**src/fgps_pkg.sv**
```systemverilog
// Shared types, constants and font lookup for the glyph pixel stream block.
package fgps_pkg;

  localparam logic [7:0] CMD_COL_ADDR = 8'h2A;
  localparam logic [7:0] CMD_ROW_ADDR = 8'h2B;
  localparam logic [7:0] CMD_MEM_WR   = 8'h2C;

  localparam logic [1:0] COMP_RED   = 2'd0;
  localparam logic [1:0] COMP_GREEN = 2'd1;
  localparam logic [1:0] COMP_BLUE  = 2'd2;

  localparam logic       MODE_START   = 1'b0;
  localparam logic       MODE_ADVANCE = 1'b1;

  localparam int GLYPH_COUNT = 59;
  localparam logic [7:0] FIRST_CODE = 8'd32;
  localparam logic [7:0] LAST_CODE  = 8'd90;

  localparam int QDEPTH = 4;
  localparam int QAW    = $clog2(QDEPTH);

  typedef struct packed {
    logic       mode;
    logic [8:0] x_pos;
    logic [8:0] y_pos;
    logic [7:0] char_code;
    logic [15:0] fg_color;
    logic [15:0] bg_color;
    logic [1:0] scale;
  } fgps_req_t;

  typedef struct packed {
    logic [7:0] out_byte;
    logic       is_data;
    logic       last;
    logic       rejected;
  } fgps_rsp_t;

  typedef struct packed {
    logic        rejected;
    logic        last;
    logic        is_data;
    logic        pixel;
    logic [1:0]  comp;
    logic [15:0] value;
  } fgps_job_t;

  localparam logic [39:0] GLYPH_ROM [GLYPH_COUNT] = '{
    40'h0000000000, 40'h00005F0000, 40'h0007000700, 40'h147F147F14,
    40'h242A7F2A12, 40'h2313086462, 40'h3649552250, 40'h0005030000,
    40'h001C224100, 40'h0041221C00, 40'h082A1C2A08, 40'h08083E0808,
    40'h0050300000, 40'h0808080808, 40'h0060600000, 40'h2010080402,
    40'h3E5149453E, 40'h00427F4000, 40'h4261514946, 40'h2141454B31,
    40'h1814127F10, 40'h2745454539, 40'h3C4A494930, 40'h0171090503,
    40'h3649494936, 40'h064949291E, 40'h0036360000, 40'h0056360000,
    40'h0008142241, 40'h1414141414, 40'h4122140800, 40'h0201510906,
    40'h324979413E, 40'h7E1111117E, 40'h7F49494936, 40'h3E41414122,
    40'h7F4141221C, 40'h7F49494941, 40'h7F09090101, 40'h3E41415132,
    40'h7F0808087F, 40'h00417F4100, 40'h2040413F01, 40'h7F08142241,
    40'h7F40404040, 40'h7F0204027F, 40'h7F0408107F, 40'h3E4141413E,
    40'h7F09090906, 40'h3E4151215E, 40'h7F09192946, 40'h4649494931,
    40'h01017F0101, 40'h3F4040403F, 40'h1F2040201F, 40'h7F2018207F,
    40'h6314081463, 40'h0304780403, 40'h6151494543
  };

  function automatic logic [7:0] glyph_column(input logic [5:0] idx, input logic [2:0] col);
    logic [39:0] row;
    logic [7:0]  res;
    row = (idx < 6'(GLYPH_COUNT)) ? GLYPH_ROM[idx] : GLYPH_ROM[0];
    case (col)
      3'd0:    res = row[39:32];
      3'd1:    res = row[31:24];
      3'd2:    res = row[23:16];
      3'd3:    res = row[15:8];
      3'd4:    res = row[7:0];
      default: res = 8'd0;
    endcase
    return res;
  endfunction

  function automatic logic [7:0] color_channel(input logic [15:0] color, input logic [1:0] comp);
    logic [7:0] res;
    case (comp)
      COMP_RED:   res = {color[15:11], 3'b000};
      COMP_GREEN: res = {color[10:5], 2'b00};
      default:    res = {color[4:0], 3'b000};
    endcase
    return res;
  endfunction

endpackage

```
**src/fgps_front.sv**
```systemverilog
// Front end: takes request words, tracks the stream position and issues byte jobs.
module fgps_front #(
  parameter int SCREEN_WIDTH  = 480,
  parameter int SCREEN_HEIGHT = 320
) (
  input  logic                clk,
  input  logic                rst,
  input  logic                fire,
  input  fgps_pkg::fgps_req_t req,
  output logic                push,
  output fgps_pkg::fgps_job_t job
);
  import fgps_pkg::*;

  logic        busy;
  logic        in_pix;
  logic [3:0]  hdr_step;
  logic [1:0]  comp;
  logic        rep_c;
  logic [2:0]  fcol;
  logic        rep_r;
  logic [2:0]  frow;
  logic [5:0]  glyph;
  logic [15:0] held_fg;
  logic [15:0] held_bg;
  logic        s_two;
  logic [8:0]  held_x;
  logic [8:0]  held_y;

  logic [4:0]  req_w;
  logic [4:0]  req_h;
  logic        start_ok;
  logic        is_start;
  logic        is_adv;
  logic [9:0]  x1;
  logic [9:0]  y1;
  logic [7:0]  hdr_byte;
  logic        hdr_cmd;
  logic [7:0]  col_bits;
  logic        lit;
  logic        rep_c_end;
  logic        rep_r_end;
  logic        is_last;
  logic [7:0]  code;

  always_comb begin
    req_w    = {2'b00, req.scale, 1'b0} + {1'b0, req.scale, 2'b00};
    req_h    = {req.scale, 3'b000} - {3'b000, req.scale};
    start_ok = (req.scale == 2'd1 || req.scale == 2'd2) &&
               (11'(req.x_pos) + 11'(req_w) <= 11'(SCREEN_WIDTH)) &&
               (11'(req.y_pos) + 11'(req_h) <= 11'(SCREEN_HEIGHT));
    is_start = fire && (req.mode == MODE_START);
    is_adv   = fire && (req.mode == MODE_ADVANCE) && busy;
    code     = (req.char_code < FIRST_CODE || req.char_code > LAST_CODE) ?
               FIRST_CODE : req.char_code;

    x1 = {1'b0, held_x} + (s_two ? 10'd11 : 10'd5);
    y1 = {1'b0, held_y} + (s_two ? 10'd13 : 10'd6);

    hdr_cmd = 1'b0;
    case (hdr_step)
      4'd0: begin
        hdr_byte = CMD_COL_ADDR;
        hdr_cmd  = 1'b1;
      end
      4'd1: hdr_byte = {7'd0, held_x[8]};
      4'd2: hdr_byte = held_x[7:0];
      4'd3: hdr_byte = {6'd0, x1[9:8]};
      4'd4: hdr_byte = x1[7:0];
      4'd5: begin
        hdr_byte = CMD_ROW_ADDR;
        hdr_cmd  = 1'b1;
      end
      4'd6: hdr_byte = {7'd0, held_y[8]};
      4'd7: hdr_byte = held_y[7:0];
      4'd8: hdr_byte = {6'd0, y1[9:8]};
      4'd9: hdr_byte = y1[7:0];
      default: begin
        hdr_byte = CMD_MEM_WR;
        hdr_cmd  = 1'b1;
      end
    endcase

    col_bits  = glyph_column(glyph, fcol);
    lit       = (fcol != 3'd5) && col_bits[frow];
    rep_c_end = (rep_c == s_two);
    rep_r_end = (rep_r == s_two);
    is_last   = in_pix && frow == 3'd6 && rep_r_end && fcol == 3'd5 &&
                rep_c_end && comp == COMP_BLUE;

    push = (is_start && !start_ok) || is_adv;
    job  = '0;
    if (is_start) begin
      job.rejected = 1'b1;
      job.last     = 1'b1;
    end else if (in_pix) begin
      job.pixel   = 1'b1;
      job.is_data = 1'b1;
      job.comp    = comp;
      job.value   = lit ? held_fg : held_bg;
      job.last    = is_last;
    end else begin
      job.is_data = !hdr_cmd;
      job.value   = {8'd0, hdr_byte};
    end
  end

  always_ff @(posedge clk) begin
    if (rst) begin
      busy     <= 1'b0;
      in_pix   <= 1'b0;
      hdr_step <= '0;
      comp     <= COMP_RED;
      rep_c    <= 1'b0;
      fcol     <= '0;
      rep_r    <= 1'b0;
      frow     <= '0;
      s_two    <= 1'b0;
    end else if (is_start) begin
      busy     <= start_ok;
      in_pix   <= 1'b0;
      hdr_step <= '0;
      comp     <= COMP_RED;
      rep_c    <= 1'b0;
      fcol     <= '0;
      rep_r    <= 1'b0;
      frow     <= '0;
      if (start_ok) begin
        s_two   <= (req.scale == 2'd2);
        glyph   <= 6'(code - FIRST_CODE);
        held_fg <= req.fg_color;
        held_bg <= req.bg_color;
        held_x  <= req.x_pos;
        held_y  <= req.y_pos;
      end
    end else if (is_adv) begin
      if (is_last) begin
        busy <= 1'b0;
      end
      if (!in_pix) begin
        if (hdr_step == 4'd10) begin
          in_pix <= 1'b1;
        end else begin
          hdr_step <= hdr_step + 4'd1;
        end
      end else if (comp != COMP_BLUE) begin
        comp <= comp + 2'd1;
      end else begin
        comp <= COMP_RED;
        if (!rep_c_end) begin
          rep_c <= 1'b1;
        end else begin
          rep_c <= 1'b0;
          if (fcol != 3'd5) begin
            fcol <= fcol + 3'd1;
          end else begin
            fcol <= '0;
            if (!rep_r_end) begin
              rep_r <= 1'b1;
            end else begin
              rep_r <= 1'b0;
              frow  <= frow + 3'd1;
            end
          end
        end
      end
    end
  end

endmodule

```
**src/fgps_fifo.sv**
```systemverilog
// Short job queue between the front end and the output stage.
module fgps_fifo (
  input  logic                clk,
  input  logic                rst,
  input  logic                push,
  input  fgps_pkg::fgps_job_t push_job,
  output logic                full,
  input  logic                pop,
  output logic                empty,
  output fgps_pkg::fgps_job_t head
);
  import fgps_pkg::*;

  fgps_job_t      mem [QDEPTH];
  logic [QAW-1:0] wr_ptr;
  logic [QAW-1:0] rd_ptr;
  logic [QAW:0]   count;

  assign full  = (count == (QAW + 1)'(QDEPTH));
  assign empty = (count == '0);
  assign head  = mem[rd_ptr];

  always_ff @(posedge clk) begin
    if (push) begin
      mem[wr_ptr] <= push_job;
    end
  end

  always_ff @(posedge clk) begin
    if (rst) begin
      wr_ptr <= '0;
      rd_ptr <= '0;
      count  <= '0;
    end else begin
      if (push) begin
        wr_ptr <= wr_ptr + 1'b1;
      end
      if (pop) begin
        rd_ptr <= rd_ptr + 1'b1;
      end
      case ({push, pop})
        2'b10:   count <= count + 1'b1;
        2'b01:   count <= count - 1'b1;
        default: count <= count;
      endcase
    end
  end

`ifndef NO_ASSERTIONS
  a_no_overflow: assert property (@(posedge clk) disable iff (rst) push |-> !full)
    else $error("job queue written while full");
  a_no_underflow: assert property (@(posedge clk) disable iff (rst) pop |-> !empty)
    else $error("job queue read while empty");
  a_count_bound: assert property (@(posedge clk) disable iff (rst)
    count <= (QAW + 1)'(QDEPTH))
    else $error("job queue count out of range");
  a_count_track: assert property (@(posedge clk) disable iff (rst)
    (push && !pop) |=> (count == $past(count) + 1'b1))
    else $error("job queue count missed a write");
`endif

endmodule

```
**src/fgps_back.sv**
```systemverilog
// Back end: turns queued jobs into display bytes and holds the result register.
module fgps_back (
  input  logic                clk,
  input  logic                rst,
  input  logic                empty,
  input  fgps_pkg::fgps_job_t head,
  output logic                pop,
  output logic                rsp_valid,
  input  logic                rsp_stall,
  output fgps_pkg::fgps_rsp_t rsp
);
  import fgps_pkg::*;

  fgps_rsp_t rsp_next;

  always_comb begin
    pop               = !empty && (!rsp_valid || !rsp_stall);
    rsp_next.out_byte = head.pixel ? color_channel(head.value, head.comp) : head.value[7:0];
    rsp_next.is_data  = head.is_data;
    rsp_next.last     = head.last;
    rsp_next.rejected = head.rejected;
  end

  always_ff @(posedge clk) begin
    if (rst) begin
      rsp_valid <= 1'b0;
    end else if (pop) begin
      rsp_valid <= 1'b1;
    end else if (!rsp_stall) begin
      rsp_valid <= 1'b0;
    end
  end

  always_ff @(posedge clk) begin
    if (pop) begin
      rsp <= rsp_next;
    end
  end

endmodule

```
**src/font_glyph_pixel_stream.sv**
```systemverilog
// Top level of the 5x7 glyph pixel stream generator.
// Each result word passes through a job queue entry and then the output register.
// One request word per cycle while req_stall is low; the four-entry job queue and the
// output register decouple the request side from the result side.
// A start word gives no result unless it is rejected; advance words when idle give none.
// Reset (synchronous, active high) clears the stream state, queue and output valid.
module font_glyph_pixel_stream #(
  parameter int SCREEN_WIDTH  = 480,
  parameter int SCREEN_HEIGHT = 320
) (
  input  logic                clk,
  input  logic                rst,
  input  logic                req_valid,
  output logic                req_stall,
  input  fgps_pkg::fgps_req_t req,
  output logic                rsp_valid,
  input  logic                rsp_stall,
  output fgps_pkg::fgps_rsp_t rsp
);
  import fgps_pkg::*;

  logic      fire;
  logic      push;
  logic      full;
  logic      pop;
  logic      empty;
  fgps_job_t job;
  fgps_job_t head;

  assign req_stall = full;
  assign fire      = req_valid && !full;

  fgps_front #(
    .SCREEN_WIDTH (SCREEN_WIDTH),
    .SCREEN_HEIGHT(SCREEN_HEIGHT)
  ) u_front (
    .clk (clk),
    .rst (rst),
    .fire(fire),
    .req (req),
    .push(push),
    .job (job)
  );

  fgps_fifo u_fifo (
    .clk     (clk),
    .rst     (rst),
    .push    (push),
    .push_job(job),
    .full    (full),
    .pop     (pop),
    .empty   (empty),
    .head    (head)
  );

  fgps_back u_back (
    .clk      (clk),
    .rst      (rst),
    .empty    (empty),
    .head     (head),
    .pop      (pop),
    .rsp_valid(rsp_valid),
    .rsp_stall(rsp_stall),
    .rsp      (rsp)
  );

endmodule
```
**config.mk**
```make
export PLATFORM = sky130hd
export DESIGN_NAME = font_glyph_pixel_stream
export DESIGN_NICKNAME = d
export VERILOG_FILES = /design/src/fgps_pkg.sv /design/src/fgps_front.sv /design/src/fgps_fifo.sv /design/src/fgps_back.sv /design/src/font_glyph_pixel_stream.sv
export SDC_FILE = /design/constraint.sdc
export NUM_CORES = 1
export LEC_CHECK = 0
export ABC_AREA = 1
export BUFFER_PORTS_ARGS = -buffer_cell sky130_fd_sc_hd__buf_2
export CAP_MARGIN = 30
export CORE_MARGIN = 4
export CORE_UTILIZATION = 46
export CTS_CLUSTER_SIZE = 28
export DETAILED_ROUTE_END_ITERATION = 7
export MAX_ROUTING_LAYER = met4
export PLACE_DENSITY_LB_ADDON = 0.08
export SLEW_MARGIN = 20
export SYNTH_ARGS = -nofsm -noshare
export SYNTH_HDL_FRONTEND = slang
export SYNTH_SLANG_ARGS = --single-unit
```
**constraint.sdc**
```tcl
create_clock -name clk -period 5.7 [get_ports clk]
set_clock_uncertainty 0.2 [all_clocks]
set_input_delay 1.14 -clock clk [delete_from_list [all_inputs] [get_ports clk]]
set_output_delay 1.14 -clock clk [all_outputs]
set_load 0.01 [all_outputs]
```
[Word-level counts from Yosys, hierarchy flattened]
Memories as Yosys holds them, arrays and structs flattened. A register that Yosys moved wholly into a read port is not among the register bits.
Cells that the tools add are included.
W data, S select, Z words.
Cells by class
  $add $sub $neg: 15
  magnitude comparators: 7
  equality and inequality tests: 28
  multiplexer cells: 36
  bitwise logic cells: 7
  reduce and logical (&&, ||, !) cells: 41
Operators with widths (count)
  $mux W40: 3
  $pmux W8 S10: 1
  $pmux W8 S5: 1
  $mux W16: 2
  $le A11 B9 Y1 const B: 2
  $add A9 B10 Y10: 2
  $add A9 B5 Y10: 2
  $mux W20: 1
  $eq A4 B3 Y1 const B: 4
  $mux W1: 16
  $pmux W8 S2: 1
  $logic_and A1 B1 Y1: 14
  $eq A3 B3 Y1 const B: 4
  $eq A4 B4 Y1 const B: 3
  $add A3 B1 Y3 const B: 3
  $reduce_and A3 Y1: 3
  $eq A4 B2 Y1 const B: 2
  $gt A8 B7 Y1 const B: 1
  $lt A8 B6 Y1 const B: 1
  $mux W4: 2
  $mux W8: 1
  $reduce_or A8 Y1: 1
  $ge A7 B7 Y1 const B: 1
  $not A6 Y7: 1
  34 further kinds: 62
Word-level totals
  register bits: 92
  bits in writable memories: 88
  memory bits (read-only): 2560
  output and inout bits: 13
  logic and storage cells: 158
  memories kept: 2
Memories
  (name not given): words 64, width 40, rd ports 1, clocked after Yosys merged registers in 0, wr ports 0, RTL line fgps_pkg.sv:69  | row = (idx < 6'(GLYPH_COUNT)) ? GLYPH_ROM[idx] : GLYPH_ROM[0];
  u_fifo.mem: words 4, width 22, rd ports 1, clocked after Yosys merged registers in 1, wr ports 1, RTL line fgps_fifo.sv:14  | fgps_job_t mem [QDEPTH];

[Depth between registers and ports, before layout]
  depth in word-level cells: 12
  depth in mapped cells: 24
  mapped depth without buffers: 23

[Hierarchy]
Synthesis repeated with hierarchy kept, for this count alone.
Second synthesis, totals
  cells, all modules: 1372
  area, all modules: 11126.9 µm²
Modules (own cells, without submodules)
  fgps_front: instances 1, cells an instance 1039, area each 6809.0 µm², sequential area each 2021.9 µm²
  fgps_fifo: instances 1, cells an instance 271, area each 3738.6 µm², sequential area each 2822.7 µm²
  fgps_back: instances 1, cells an instance 60, area each 569.3 µm², sequential area each 350.3 µm²
  font_glyph_pixel_stream: instances 1, cells an instance 2, area each 10.0 µm², sequential area each 0.0 µm²

[Least setup slack after synthesis]
No wires, ideal clock.
  path kind: input-to-reg
  from: in req[0] in the netlist's numbering
  to: reg u_front.glyph[0] (enable)
  setup time: 470 ps
  arrival: 5487 ps
  required time: 5030 ps
  slack: -457 ps
  stages: 10
  buffers on the path: 0
  cell sequence: fa_1 ha_1 fa_1 nor4_1 o21ai_0 o211ai_1 nand2_1 a31oi_1 nand3_1 nor2_1
On the way
  cells in the longest elaborated chain, start to end: 6
  elaborated cells between the ends (all ways): 12
Ends and longest elaborated chain
  from (decl): RTL line font_glyph_pixel_stream.sv:15  | input fgps_pkg::fgps_req_t req,
  $add A3 B4 Y5: RTL line fgps_front.sv:47  | req_w = {2'b00, req.scale, 1'b0} + {1'b0, req.scale, 2'b00};
  $add A9 B5 Y10: RTL line fgps_front.sv:50  | (11'(req.x_pos) + 11'(req_w) <= 11'(SCREEN_WIDTH)) &&
  $le A11 B9 Y1: RTL line fgps_front.sv:50
  $logic_and A1 B1 Y1: RTL line fgps_front.sv:49  | start_ok = (req.scale == 2'd1 || req.scale == 2'd2) &&
  $logic_and A1 B1 Y1 *: RTL line fgps_front.sv:50
  $reduce_and A3 Y1 (no source line) *
  to (signal assigned): RTL line fgps_front.sv:130  | glyph <= 6'(code - FIRST_CODE);
  to (decl): RTL line fgps_front.sv:23  | logic [5:0] glyph;
Mark *: on every way between the ends. The rest lies on a longest branch, timed or not.
A chain may end at the register's enable or synchronous reset.

[Worst setup path in the final report]
  from: in req[0] in the netlist's numbering
  to: reg u_fifo.count[2]
On the way
  cells in the longest elaborated chain, start to end: 10
  elaborated cells between the ends (all ways): 18
Ends and longest elaborated chain
  $add A3 B4 Y5: RTL line fgps_front.sv:47
  $add A9 B5 Y10: RTL line fgps_front.sv:50
  $le A11 B9 Y1: RTL line fgps_front.sv:50
  $logic_and A1 B1 Y1: RTL line fgps_front.sv:49
  $logic_and A1 B1 Y1 *: RTL line fgps_front.sv:50
  $logic_not A1 Y1 *: RTL line fgps_front.sv:91  | push = (is_start && !start_ok) || is_adv;
  $logic_and A1 B1 Y1 *: RTL line fgps_front.sv:91
  $logic_or A1 B1 Y1 *: RTL line fgps_front.sv:91
  $eq A2 B1 Y1 or $eq A2 B2 Y1 (tied branches): RTL line fgps_fifo.sv:41  | case ({push, pop})
  $pmux W3 S2 or $reduce_bool A2 Y1 (tied branches)
  to (signal assigned): RTL line fgps_fifo.sv:42  | 2'b10: count <= count + 1'b1;
  to (signal assigned): RTL line fgps_fifo.sv:43  | 2'b01: count <= count - 1'b1;
  to (signal assigned): RTL line fgps_fifo.sv:44  | default: count <= count;
  to (decl): RTL line fgps_fifo.sv:17  | logic [QAW:0] count;
Marked as above.

==> results.txt <==
Based on the critical path, the design can be clocked at up to 0.2179 GHz. The mean area per synthesized cell is 8.191 µm². The average via count per standard cell came out at 5.592. The analysis attributes to cell leakage a power of 0.005296 µW.

The clock root buffer is sky130_fd_sc_hd__clkbuf_16. The first detailed-routing pass ran for 6 iterations. For this design the total switching power over the nets is 1221 µW. On the critical path, the stage with the largest delay is an instance of sky130_fd_sc_hd__fa_1. The number of clock buffers added by TritonCTS is 17. No sink is reached through more buffers than the 2 on the longest clock path. The count of state elements after synthesis is 182. The data required time at the worst endpoint is 5820 ps. Of the total synthesized cell area, the portion taken by full adders, half adders and majority gates is 0.06291.

The final weighted congestion of routability-driven global placement came out at 1.100. The power density relative to cell area came out at 297.7 mW/mm². Hold is met by 281.7 ps. The later pin in the worst-skew pair is clocked with a latency of 430 ps.

The half-perimeter wire length after detailed placement is 23610 µm. The initial antenna violation count came to 0. The synthesized design contains 155 enable-type register cells. The cell family contributing the most delay on the critical path is adder cells. The worst setup path is launched from an input pin.

The run finished with clean final reports. The repair_antennas step left the layout with diodes totalling 0. The count of buffers added by post-CTS timing repair for setup came out at 0. For this run, the register share of the synthesized area comes to 0.4698. The type of the worst min-delay path is reg -> reg. The post-layout minimum cycle time is 4589 ps. The first-pass GRT wire length is 50690 µm.

The data arrival time of the worst path came out at 4710 ps. The count of endpoints failing setup in the final report is 0. The full die area came out at 0.02658 mm². The combinational share of power is 0.235. After clock tree synthesis, the clock-pin slew on the worst setup and hold paths is 70 ps. The deepest level of the CTS H-tree came out at 4.

The clock tree from TritonCTS is built. The biggest cell delay along the critical path came out at 480 ps. By area, the combinational part of the netlist is dominated by simple AND/OR/NAND/NOR gates. For this block, the initial DRC count from the detailed router was 1009. The synthesized instance count is 1350. The largest fanout on the critical path is 5. Global routing finished with a remaining overflow of 0. In the synthesized netlist the dominant register cell turns out to be sky130_fd_sc_hd__edfxtp_1. From bottom edge to top edge, the die measures 163.0 µm. The sequential group share of total power is 0.440. Of the cells placed in the final design, the portion with a size suffix greater than 1 is 0.1227. The net switching share of the total power came out at 0.3310.

During placement, the flow inserted port buffers numbering 77. The residual DRC count came out at 0. The net total in the final layout came out at 1538. The number of buffers and inverters on the critical path is 2. The number of global-route vias before repair is 9157. Dividing the final minimum period by the clock period gives 0.8050. The average routed wire per standard cell is 18.40 µm. The share of the synthesized netlist area taken by xor and xnor gates came out at 0.004752. The share of the synthesized area in compound gates (AO/OA/AOI/OAI) came out at 0.1336. The number of endpoints with negative hold slack in the final report is 0.

The detailed-route via count is 9802. The total global-route track usage is 0.2532. Counting flops with an async set or reset pin after synthesis yields a share of 0. The synthesis-to-finish area growth came out at 12.03%.

The number of clock sinks came out at 182. The slew at the pin with the worst max-slew slack is 906.1 ps. The number of max-slew violations in the final report came out at 0. The max capacitance violation total came out at 0. The worst setup path is of the in -> reg kind. The final wirelength came out at 32250 µm. The simple logic cell fraction of the synthesized area came out at 0.2518. Traced cell by cell, the critical path runs through buf_2 > fa_1 > ha_1 > fa_1 > nor4_1 > o21ai_0 > o211ai_1 > nand2_1 > a31oi_1 > nand2_1 > a21boi_1 > ha_1 > inv_1 > fa_1 > a21oi_1 > o21ai_0 > o21ai_0 > a21oi_1. The post-cts repair resize count came out at 0. The synthesis warning total came out at 0.

The number of antenna-violating nets in the routed design is 0. Setup repair after global routing left no endpoint under its margin. The die width is 163.0 µm. Hold repair after CTS inserted 0 buffers. The count of pins on the block boundary came out at 78. The core area came out at 0.02354 mm².

The worst pin sits at a relative slew slack of 0.3953. The area of the mapped netlist is 0.01106 mm². The portion of synthesized area spent on multiplexers is 0. Setup total negative slack on the finished layout was measured at 0 ps. Cell internal power was estimated by the tool at 2468 µW. The clock power share is 0.325.

The worst setup path is captured at a flop. The number of nets handed over by synthesis was 1467. The highest ir drop seen on vdd is 0.1865 mV. The effective utilization at floorplan came out at 0.4697.

The largest net degree at the start of global routing came out at 46. The number of rows created at floorplan is 56. After synthesis, the netlist uses 57 different library cells.
## Yosys cell counts, types with 3 or more instances
library cell	n	area [µm²]
sky130_fd_sc_hd__o211ai_1	12	90.09
sky130_fd_sc_hd__nor2_2	6	37.54
sky130_fd_sc_hd__a31oi_1	7	43.79
sky130_fd_sc_hd__ha_1	46	575.6
sky130_fd_sc_hd__inv_1	139	521.8
sky130_fd_sc_hd__dfxtp_1	27	540.5
sky130_fd_sc_hd__fa_1	6	120.1
sky130_fd_sc_hd__xor2_1	3	26.28
sky130_fd_sc_hd__o21ai_0	79	395.4
sky130_fd_sc_hd__xnor2_1	3	26.28
sky130_fd_sc_hd__nor2_1	155	581.8
sky130_fd_sc_hd__inv_2	12	45.04
sky130_fd_sc_hd__or2_2	4	25.02
sky130_fd_sc_hd__nor3_1	17	85.08
sky130_fd_sc_hd__edfxtp_1	155	4654
sky130_fd_sc_hd__a211oi_1	5	37.54
sky130_fd_sc_hd__nand4_1	8	50.05
sky130_fd_sc_hd__nor4_1	3	18.77
sky130_fd_sc_hd__nand2_1	315	1182
sky130_fd_sc_hd__nand3_2	3	30.03
sky130_fd_sc_hd__clkbuf_1	18	67.56
sky130_fd_sc_hd__buf_6	5	56.30
sky130_fd_sc_hd__buf_1	3	11.26
sky130_fd_sc_hd__a32oi_1	8	70.07
sky130_fd_sc_hd__nand2_2	7	43.79
sky130_fd_sc_hd__nand3_1	124	620.6
sky130_fd_sc_hd__clkinv_1	4	15.01
sky130_fd_sc_hd__a221oi_1	4	35.03
sky130_fd_sc_hd__nand2_4	6	67.56
sky130_fd_sc_hd__o22ai_1	15	93.84
sky130_fd_sc_hd__buf_2	11	55.05
sky130_fd_sc_hd__a21oi_1	80	400.4
sky130_fd_sc_hd__o21ai_1	20	100.1
sky130_fd_sc_hd__buf_4	8	60.06
## layout by cell type, fill, tap and decap left out, types with 3 or more instances in the layout
master / count
sky130_fd_sc_hd__o21ai_1: 20
sky130_fd_sc_hd__or2_2: 4
sky130_fd_sc_hd__clkinv_8: 6
sky130_fd_sc_hd__o22ai_1: 15
sky130_fd_sc_hd__inv_1: 139
sky130_fd_sc_hd__clkbuf_16: 17
sky130_fd_sc_hd__clkinv_1: 4
sky130_fd_sc_hd__ha_1: 46
sky130_fd_sc_hd__nor3_1: 17
sky130_fd_sc_hd__nand2_2: 7
sky130_fd_sc_hd__a21oi_1: 80
sky130_fd_sc_hd__nand2_4: 6
sky130_fd_sc_hd__dfxtp_1: 27
sky130_fd_sc_hd__xor2_1: 3
sky130_fd_sc_hd__a211oi_1: 5
sky130_fd_sc_hd__nor2_1: 150
sky130_fd_sc_hd__inv_6: 3
sky130_fd_sc_hd__a32oi_1: 8
sky130_fd_sc_hd__nand4_1: 8
sky130_fd_sc_hd__a221oi_1: 4
sky130_fd_sc_hd__fa_1: 6
sky130_fd_sc_hd__nand3_2: 3
sky130_fd_sc_hd__inv_2: 12
sky130_fd_sc_hd__nor2_2: 10
sky130_fd_sc_hd__buf_2: 77
sky130_fd_sc_hd__buf_4: 20
sky130_fd_sc_hd__nor4_1: 3
sky130_fd_sc_hd__o211ai_1: 12
sky130_fd_sc_hd__edfxtp_1: 155
sky130_fd_sc_hd__a31oi_1: 6
sky130_fd_sc_hd__nand2_1: 315
sky130_fd_sc_hd__o21ai_0: 79
sky130_fd_sc_hd__nand3_1: 124
sky130_fd_sc_hd__xnor2_1: 3
## cell families after synthesis
group                    count (synthesis)
adder cells (fa/ha/maj)                 52
flip-flops                             182
buffers and inverters                  202
AO/OA/AOI/OAI                          255
AND/OR/NAND/NOR                        653
XOR/XNOR                                 6
## power groups by stage
| stage | clock network (µW) | registers (µW) | logic, µW |
|---|---|---|---|
| final | 1200 | 1620 | 867 |
| after global routing | 1290 | 1630 | 978 |
| after CTS | 1220 | 1620 | 870 |
| after detailed placement | 0 | 1650 | 866 |
| after global placement | 0 | 1650 | 857 |
| after floorplan | 0 | 1660 | 553 |
## per-stage QoR
stage	area, µm²	cells	util	power (µW)	setup WS, ps
after floorplan	11060	1350	-	2217	470.9
after global placement	11740	1719	0.4988	2507	711.7
after detailed placement	11750	1720	0.4992	2519	655.6
after CTS	12370	1752	0.5256	3715	1123
after global routing	12390	1753	0.5262	3900	882.9
final	12390	1753	0.5262	3688	1111
## per-layer routing
layer  GRT usage  vias up  part of all wire
met3     0.04063       68             0.076
met4     0.09074        0             0.030
met2      0.3936      438              0.47
li1            -     4740                 -
met1      0.3388     4556              0.42
met5           -        -                 0
## sequential cells by signal, summed over array words and instances (netlist names), 3 cells and up, named ones only
register          cells
u_fifo.mem           88
u_front.hdr_step      4
u_front.fcol          3
u_front.held_bg      16
u_front.held_y        9
u_front.held_fg      16
u_front.glyph         6
u_fifo.count          3
u_back.rsp           11
u_front.frow          3
u_front.held_x        9
## worst paths after layout
| path | startpoint | to | slack [ps] | depth (start not counted) |
|---|---|---|---|---|
| worst min register to register | u_fifo.count[0] | u_fifo.count[0] | 280 | 1 |
| worst min-delay path | u_fifo.count[0] | u_fifo.count[0] | 280 | 1 |
| worst max-delay path | req[0] | u_fifo.count[2] | 1110 | 18 |
| worst max register to register | u_front.glyph[0] | u_fifo.mem[2][1] | 1570 | 18 |
## area by class of cell
| cell class | instances | area (µm²) |
|---|---|---|
| Inverter | 156 | 588.1 |
| Sequential cell | 182 | 5195 |
| Clock buffer | 17 | 425.4 |
| Fill cell | 2265 | 11150 |
| Clock inverter | 15 | 196.4 |
| Multi-Input combinational cell | 966 | 5034 |
| Timing Repair Buffer | 98 | 550.5 |
| Tap cell | 319 | 399.1 |
Note: power is estimated with default switching activity, not from simulation.
